<file path="config.mk">
export PLATFORM = sky130hd
export DESIGN_NAME = gf2_poly_collatz_stopping_time_top
export DESIGN_NICKNAME = d
export VERILOG_FILES = /design/src/hw/rtl/gpcst_pkg.sv /design/src/hw/rtl/gpcst_map_unit.sv /design/src/hw/rtl/gpcst_seq.sv /design/src/hw/rtl/gf2_poly_collatz_stopping_time_top.sv
export SDC_FILE = /design/constraint.sdc
export NUM_CORES = 1
export LEC_CHECK = 0
export ABC_AREA = 1
export BUFFER_PORTS_ARGS = -buffer_cell sky130_fd_sc_hd__buf_2
export CAP_MARGIN = 20
export CORE_ASPECT_RATIO = 2
export CORE_MARGIN = 2
export CORE_UTILIZATION = 53
export CTS_CLUSTER_SIZE = 12
export DETAILED_ROUTE_END_ITERATION = 12
export PLACE_DENSITY = 0.83
export SLEW_MARGIN = 20
export SYNTH_ARGS = -nofsm -noshare
export SYNTH_HDL_FRONTEND = slang
export SYNTH_SLANG_ARGS = --single-unit
</file>
<file path="constraint.sdc">
create_clock -name clk -period 3.9 [get_ports clk]
set_input_delay 1.17 -clock clk [delete_from_list [all_inputs] [get_ports clk]]
set_output_delay 1.17 -clock clk [all_outputs]
set_load 0.01 [all_outputs]
</file>
<file path="src/hw/rtl/gpcst_pkg.sv">
package gpcst_pkg;

    localparam int POLY_MAX_W = 32;
    localparam int SHORT_W    = 12;
    localparam int FULL_W     = 13;
    localparam int WORD_W     = 32;
    localparam int RUN_W      = 6;
    localparam int DEG_W      = 5;
    localparam int STATUS_W   = 2;
    localparam int PLEN_W     = 6;
    localparam int CFG_IDX_W  = 1;
    localparam int CFG_DATA_W = 12;

    localparam logic [CFG_IDX_W-1:0] CFG_PARITY_LEN = 1'b0;
    localparam logic [CFG_IDX_W-1:0] CFG_STEP_LIMIT = 1'b1;

    localparam logic [PLEN_W-1:0]  PLEN_RESET  = 6'd20;
    localparam logic [PLEN_W-1:0]  PLEN_MAX    = 6'd32;
    localparam logic [SHORT_W-1:0] LIMIT_RESET = 12'd1023;

    localparam logic [STATUS_W-1:0] ST_OK    = 2'd0;
    localparam logic [STATUS_W-1:0] ST_ZERO  = 2'd1;
    localparam logic [STATUS_W-1:0] ST_LIMIT = 2'd2;

    typedef struct packed {
        logic [SHORT_W-1:0]  short_steps;
        logic [FULL_W-1:0]   full_steps;
        logic [WORD_W-1:0]   parity_word;
        logic [RUN_W-1:0]    odd_run;
        logic [DEG_W-1:0]    degree;
        logic [STATUS_W-1:0] status;
    } gpcst_result_t;

endpackage

</file>
<file path="src/hw/rtl/gpcst_map_unit.sv">
module gpcst_map_unit
    import gpcst_pkg::*;
#(
    parameter int VAL_W = 32
)
(
    input  logic [VAL_W-1:0] val,
    output logic [VAL_W-1:0] val_next,
    output logic             is_one,
    output logic             odd
);

    logic [VAL_W-1:0] one_w;

    assign one_w  = VAL_W'(1);
    assign odd    = val[0];
    assign is_one = (val == one_w);

    // even: divide by x, odd: f xor ((f xor 1) / x)
    always_comb
    begin
        if (val[0])
        begin
            val_next = val ^ ((val ^ one_w) >> 1);
        end
        else
        begin
            val_next = val >> 1;
        end
    end

endmodule

</file>
<file path="src/hw/rtl/gpcst_seq.sv">
module gpcst_seq
    import gpcst_pkg::*;
#(
    parameter int VAL_W = 32
)
(
    input  logic                  clk,
    input  logic                  rst_n,
    input  logic                  start,
    input  logic [VAL_W-1:0]      poly_in,
    input  logic [PLEN_W-1:0]     parity_len,
    input  logic [SHORT_W-1:0]    step_limit,
    output logic                  idle,
    output logic                  res_valid,
    input  logic                  res_ack,
    output gpcst_result_t         res
);

    localparam logic [1:0] S_IDLE = 2'd0;
    localparam logic [1:0] S_RUN  = 2'd1;
    localparam logic [1:0] S_DONE = 2'd2;

    logic [1:0]          state_reg, state_next;
    logic [VAL_W-1:0]    val_reg, val_next;
    logic [VAL_W-1:0]    f0_reg, f0_next;
    logic [SHORT_W-1:0]  short_reg, short_next;
    logic [FULL_W-1:0]   full_reg, full_next;
    logic [WORD_W-1:0]   word_reg, word_next;
    logic [PLEN_W-1:0]   pcnt_reg, pcnt_next;
    logic                active_reg, active_next;
    logic                lim_reg, lim_next;
    logic                zero_reg, zero_next;

    logic [VAL_W-1:0]    map_out;
    logic                map_one;
    logic                map_odd;
    logic [PLEN_W-1:0]   plen;
    logic [POLY_MAX_W-1:0] f0_32;
    logic [POLY_MAX_W-1:0] tz_src;

    gpcst_map_unit #(
        .VAL_W (VAL_W)
    ) u_map (
        .val      (val_reg),
        .val_next (map_out),
        .is_one   (map_one),
        .odd      (map_odd)
    );

    function automatic logic [DEG_W-1:0] msb_pos(input logic [POLY_MAX_W-1:0] v);
        logic [DEG_W-1:0] p;
        p = '0;
        for (int i = 0; i < POLY_MAX_W; i++)
        begin
            if (v[i])
            begin
                p = DEG_W'(i);
            end
        end
        return p;
    endfunction

    function automatic logic [RUN_W-1:0] tz_count(input logic [POLY_MAX_W-1:0] v);
        logic [RUN_W-1:0] n;
        n = RUN_W'(POLY_MAX_W);
        for (int i = POLY_MAX_W - 1; i >= 0; i--)
        begin
            if (v[i])
            begin
                n = RUN_W'(i);
            end
        end
        return n;
    endfunction

    assign plen   = (parity_len > PLEN_MAX) ? PLEN_MAX : parity_len;
    assign f0_32  = POLY_MAX_W'(f0_reg);
    assign tz_src = f0_32 ^ POLY_MAX_W'(1);

    always_comb
    begin
        state_next  = state_reg;
        val_next    = val_reg;
        f0_next     = f0_reg;
        short_next  = short_reg;
        full_next   = full_reg;
        word_next   = word_reg;
        pcnt_next   = pcnt_reg;
        active_next = active_reg;
        lim_next    = lim_reg;
        zero_next   = zero_reg;

        unique case (state_reg)
            S_IDLE:
            begin
                if (start)
                begin
                    val_next    = poly_in;
                    f0_next     = poly_in;
                    short_next  = '0;
                    full_next   = '0;
                    word_next   = '0;
                    pcnt_next   = '0;
                    active_next = 1'b1;
                    lim_next    = 1'b0;
                    zero_next   = (poly_in == '0);
                    state_next  = (poly_in == '0) ? S_DONE : S_RUN;
                end
            end
            S_RUN:
            begin
                // parity bit for this iterate
                if (pcnt_reg < plen)
                begin
                    word_next[pcnt_reg[DEG_W-1:0]] = val_reg[0];
                    pcnt_next = pcnt_reg + PLEN_W'(1);
                end
                // stopping time walk
                if (active_reg)
                begin
                    if (map_one)
                    begin
                        active_next = 1'b0;
                    end
                    else if (short_reg >= step_limit)
                    begin
                        active_next = 1'b0;
                        lim_next    = 1'b1;
                    end
                    else
                    begin
                        short_next = short_reg + SHORT_W'(1);
                        full_next  = full_reg + (map_odd ? FULL_W'(2) : FULL_W'(1));
                    end
                end
                val_next = map_out;
                if (!active_next && (pcnt_next >= plen))
                begin
                    state_next = S_DONE;
                end
            end
            S_DONE:
            begin
                if (res_ack)
                begin
                    state_next = S_IDLE;
                end
            end
            default:
            begin
                state_next = S_IDLE;
            end
        endcase
    end

    always_ff @(posedge clk or negedge rst_n)
    begin
        if (!rst_n)
        begin
            state_reg  <= S_IDLE;
            active_reg <= 1'b0;
            lim_reg    <= 1'b0;
            zero_reg   <= 1'b0;
            pcnt_reg   <= '0;
        end
        else
        begin
            state_reg  <= state_next;
            active_reg <= active_next;
            lim_reg    <= lim_next;
            zero_reg   <= zero_next;
            pcnt_reg   <= pcnt_next;
        end
    end

    always_ff @(posedge clk)
    begin
        val_reg   <= val_next;
        f0_reg    <= f0_next;
        short_reg <= short_next;
        full_reg  <= full_next;
        word_reg  <= word_next;
    end

    assign idle      = (state_reg == S_IDLE);
    assign res_valid = (state_reg == S_DONE);

    always_comb
    begin
        res.short_steps = short_reg;
        res.full_steps  = full_reg;
        res.parity_word = word_reg;
        res.odd_run     = zero_reg ? '0 : tz_count(tz_src);
        res.degree      = msb_pos(f0_32);
        if (zero_reg)
        begin
            res.status = ST_ZERO;
        end
        else if (lim_reg)
        begin
            res.status = ST_LIMIT;
        end
        else
        begin
            res.status = ST_OK;
        end
    end

endmodule

</file>
<file path="src/hw/rtl/gf2_poly_collatz_stopping_time_top.sv">
// Stopping time of the shortcut Collatz-like map on binary polynomials over F2.
// One polynomial word goes in, one result word comes out. A single map unit makes
// one shortcut step per cycle; an item iterates until its walk has stopped and P
// parity bits are written, where P is parity_len capped at 32; the result is then
// handed to the output register, and a zero polynomial skips the iteration. in_ready
// is low while an item iterates; the next item may be taken
// while the previous result still waits in the output register. Only the low
// min(POLY_WIDTH, 32) bits of poly are used. Configuration writes are always
// taken and are meant to happen only while the block is idle.
module gf2_poly_collatz_stopping_time_top
    import gpcst_pkg::*;
#(
    parameter int POLY_WIDTH = 32
)
(
    input  logic                  clk,
    input  logic                  rst_n,
    input  logic                  in_valid,
    output logic                  in_ready,
    input  logic [POLY_MAX_W-1:0] poly,
    output logic                  out_valid,
    input  logic                  out_ready,
    output logic [SHORT_W-1:0]    short_steps,
    output logic [FULL_W-1:0]     full_steps,
    output logic [WORD_W-1:0]     parity_word,
    output logic [RUN_W-1:0]      odd_run,
    output logic [DEG_W-1:0]      degree,
    output logic [STATUS_W-1:0]   status,
    input  logic                  cfg_valid,
    output logic                  cfg_ready,
    input  logic [CFG_IDX_W-1:0]  cfg_index,
    input  logic [CFG_DATA_W-1:0] cfg_data
);

    localparam int VAL_W = (POLY_WIDTH < POLY_MAX_W) ? POLY_WIDTH : POLY_MAX_W;

    logic [PLEN_W-1:0]  plen_reg, plen_next;
    logic [SHORT_W-1:0] limit_reg, limit_next;
    logic               out_valid_reg, out_valid_next;
    gpcst_result_t      out_reg, out_next;

    logic               seq_idle;
    logic               res_valid;
    logic               res_ack;
    gpcst_result_t      res;

    gpcst_seq #(
        .VAL_W (VAL_W)
    ) u_seq (
        .clk        (clk),
        .rst_n      (rst_n),
        .start      (in_valid && in_ready),
        .poly_in    (poly[VAL_W-1:0]),
        .parity_len (plen_reg),
        .step_limit (limit_reg),
        .idle       (seq_idle),
        .res_valid  (res_valid),
        .res_ack    (res_ack),
        .res        (res)
    );

    assign in_ready  = seq_idle;
    assign cfg_ready = 1'b1;

    // config registers
    always_comb
    begin
        plen_next  = plen_reg;
        limit_next = limit_reg;
        if (cfg_valid)
        begin
            unique case (cfg_index)
                CFG_PARITY_LEN: plen_next  = cfg_data[PLEN_W-1:0];
                CFG_STEP_LIMIT: limit_next = cfg_data[SHORT_W-1:0];
                default:        ;
            endcase
        end
    end

    // output register
    assign res_ack = res_valid && (!out_valid_reg || out_ready);

    always_comb
    begin
        out_next       = out_reg;
        out_valid_next = out_valid_reg;
        if (res_ack)
        begin
            out_next       = res;
            out_valid_next = 1'b1;
        end
        else if (out_ready)
        begin
            out_valid_next = 1'b0;
        end
    end

    always_ff @(posedge clk or negedge rst_n)
    begin
        if (!rst_n)
        begin
            plen_reg      <= PLEN_RESET;
            limit_reg     <= LIMIT_RESET;
            out_valid_reg <= 1'b0;
        end
        else
        begin
            plen_reg      <= plen_next;
            limit_reg     <= limit_next;
            out_valid_reg <= out_valid_next;
        end
    end

    always_ff @(posedge clk)
    begin
        out_reg <= out_next;
    end

    assign out_valid   = out_valid_reg;
    assign short_steps = out_reg.short_steps;
    assign full_steps  = out_reg.full_steps;
    assign parity_word = out_reg.parity_word;
    assign odd_run     = out_reg.odd_run;
    assign degree      = out_reg.degree;
    assign status      = out_reg.status;

endmodule

</file>
==> flow_metrics.tcl <==
set metrics [dict create \
    setup_viol 0 \
    detail-route-antenna-nets 0 \
    grtUsageMet1_pct 26.0 \
    r2r_cells 18 \
    multi_input_area_um2 3340 \
    global_route.usage.met3_pct 2.91 \
    arrival_ns 3.99 \
    firstDrtPassIters 5 \
    synth_area_leaders "edfxtp_1, nand2_1, ha_1" \
    hold_viol 0 \
    drcViolationCount 0 \
    ir_drop_uv 378 \
    end_kind "flop" \
    start_util_pct 53.6 \
    die_width_um 104 \
    cts.clk_slew.worst_paths_ns 0.06 \
    ys_async_sr_fraction_pct 13.6 \
    ioPinCount 123 \
    insertion_delay_ns 0.50 \
    p_sw_mw 3.54 \
    clock-root-buffer "clkbuf_16" \
    swShare_pct 37.0 \
    maxSlewHeadroom_pct 44.1 \
    cts_tree "yes" \
    setup.worst_path.class "reg -> reg" \
    cap_violations 0 \
    worstMarginPinSlew_ns 0.839 \
    synthTopCellsByCount "nand2_1, edfxtp_1, inv_1, nor2_1, o21ai_0" \
    regArea_um2 6500 \
    wire_per_inst_um 15.5 \
    holdBufCountCts 0 \
    core_um2 19600 \
    die_y_um 203 \
    grt.total_usage_pct 20.6 \
    dieArea_um2 21100 \
    grt_busiest_layer "met2" \
    ys_warn_count 0 \
    syn_avg_cell_area_um2 10.2 \
    setup_slack_ns 0.277 \
    final_nets 1248 \
    h-tree-depth 1 \
    p_seq_share_pct 45.9 \
    synth_ff_type "edfxtp_1" \
    synth_edf_count 191 \
    hp-class "reg -> reg" \
    rsz0062_at_grt "no" \
    instances_no_fill 1426 \
    place_ws_ns 0.319 \
    area_delta_synth_final_pct 14.7 \
    syn_nets 1125 \
    drt_iter0_drc 577 \
    skew_ns 0.0161 \
    syn_area_um2 10500 \
    routed-via-count 7677 \
    clockBufferDepth 3 \
    grt.met2_usage_pct 36.4 \
    grt-ovfl-total 0 \
    drt_wl_total_um 22100 \
    vias_per_cell 5.38 \
    cts_buffers 22 \
    dp_cells 1388 \
    hold_depth 0 \
    power.clock.fraction_pct 20.0 \
    gp_congestion 0.877 \
    p_per_area_nw_per_um2 793 \
    yosysMostFrequentCell "nand2_1" \
    port-buffer-count 121 \
    path_max_fanout 7 \
    grt_pass1_wl_um 35800 \
    synth.distinct_cells 39 \
    num_antenna_cells 0 \
    synth_top_area_share_pct 54.5 \
    dp_hpwl_um 15400 \
    p_int_mw 6.03 \
    num_rows 73 \
    grt_pass1_vias 7482 \
    fillers 1558 \
    status "finished, final reports clean" \
    p_leak_nw 5.13 \
    drv_slew 0 \
    synth_cells 1028 \
    grt_max_degree 86 \
    cts.sinks 221 \
    power_frac_comb_pct 34.1 \
    antenna_found_initial 0 \
    drive_gt1_share_pct 15.6 \
    min_period_over_period_pct 92.9 \
    fmax_mhz 276 \
    tns_ns 0 \
    synth-seq-area-share_pct 61.8 \
    final.min_clock_period_ns 3.62 \
    yosysTopAreaCell "edfxtp_1" \
    crit_required_ns 4.27 \
    yosys_register_bits 221 \
    critPathLaunchType "flop" \
]
[placed cells by master (no fill, tap or decap), types with 2 or more instances in the layout]
cell       count
o211ai_1       2
o21ai_1        6
dfstp_2       12
ha_1          46
dfrtp_1       18
or4_1          3
inv_2          6
o21ai_0       80
buf_2        121
edfxtp_1     191
o21a_1         5
nor4_1         8
clkbuf_1      13
buf_4         12
nand2_1      211
a21oi_1       80
o31ai_1        2
nor3_1        11
nand4_1        6
o22ai_1        5
clkbuf_16     23
xor2_1        20
o21ai_2        2
nor2_2         2
a311oi_1      15
inv_1        144
nand3_1       22
nor2_1        83
[critical path: stages (launching register included)]
cell	delay, ns
dfrtp_1	0.40
nor2_1	0.12
nand2_1	0.07
o21ai_1	0.18
nand2_1	0.13
ha_1	0.32
a21oi_1	0.08
o211ai_1	0.49
nor2_1	0.08
a21oi_1	0.19
ha_1	0.26
a21boi_0	0.13
o21a_1	0.18
o21a_1	0.17
o21a_1	0.16
o21ai_0	0.14
nand2_1	0.07
a21oi_1	0.21
o32ai_2	0.11
[metrics by stage]
stage                     util, %  hold WS, ns  cell area, um2  total power [mW]
final                        61.5        0.457           12100              9.57
after global routing         61.5        0.466           12100              10.2
after CTS                    61.4        0.457           12100              9.57
after detailed placement     58.2        0.438           11400              7.62
after global placement       58.2        0.437           11400              7.41
after floorplan                 -        0.421           10500              6.56
[final timing paths]
kind                                                 start                        endpoint  slack, ns
setup / recovery                   plen_reg[0]$_DFFE_PN0P_  u_seq.state_reg[1]$_DFFE_PN0P_       0.28
hold / removal             u_seq.full_reg[6]$_SDFFCE_PN0P_         full_steps[6]$_DFFE_PP_       0.46
setup reg to reg                   plen_reg[0]$_DFFE_PN0P_  u_seq.state_reg[1]$_DFFE_PN0P_       0.28
hold reg to reg            u_seq.full_reg[6]$_SDFFCE_PN0P_         full_steps[6]$_DFFE_PP_       0.46
max in group asynchronous                            rst_n       u_seq.lim_reg$_DFFE_PN0P_       2.76
min in group asynchronous                            rst_n         plen_reg[1]$_DFFE_PN0P_       0.71
[power groups by stage]
stage | sequential, mW | combinational [mW] | clock (mW)
2_1_floorplan | 4.34 | 2.22 | 0
3_3_place_gp | 4.37 | 3.04 | 0
3_5_place_dp | 4.41 | 3.21 | 0
4_1_cts | 4.38 | 3.24 | 1.95
5_1_grt | 4.48 | 3.69 | 2.02
6_report | 4.39 | 3.27 | 1.92
[cells by family (layout without fill, tap and decap cells)]
kind of cell	Yosys count	in the layout	synth area share [%]
AOI/OAI and AO/OA	204	204	10.8
xor gates and xnor gates	20	20	1.66
adders and majority gates	47	47	5.66
buffers and inverters	185	321	6.63
DFF	221	221	61.8
other	1	1	0.0356
and+or+nand+nor	350	350	13.4
[routing by layer]
metal,part of all wire [%],vias up
met1,40,3579
met5,0,-
met2,51,314
li1,-,3727
met4,2.9,0
met3,6.3,57
[cell type report]
cell class	count	share of cell area, %
clock buffer	37	5.29
inverter	151	4.69
multi-input combinational	622	27.7
sequential	221	53.9
tap	262	2.72
timing repair buffer	133	5.76
[timing repair]
item | 4_1_cts | 5_1_grt
buffers inserted | 0 | 1
setup endpoints to repair | 0 | 2
gates resized for setup | 0 | 1
Note: power is estimated with default switching activity, not from simulation.
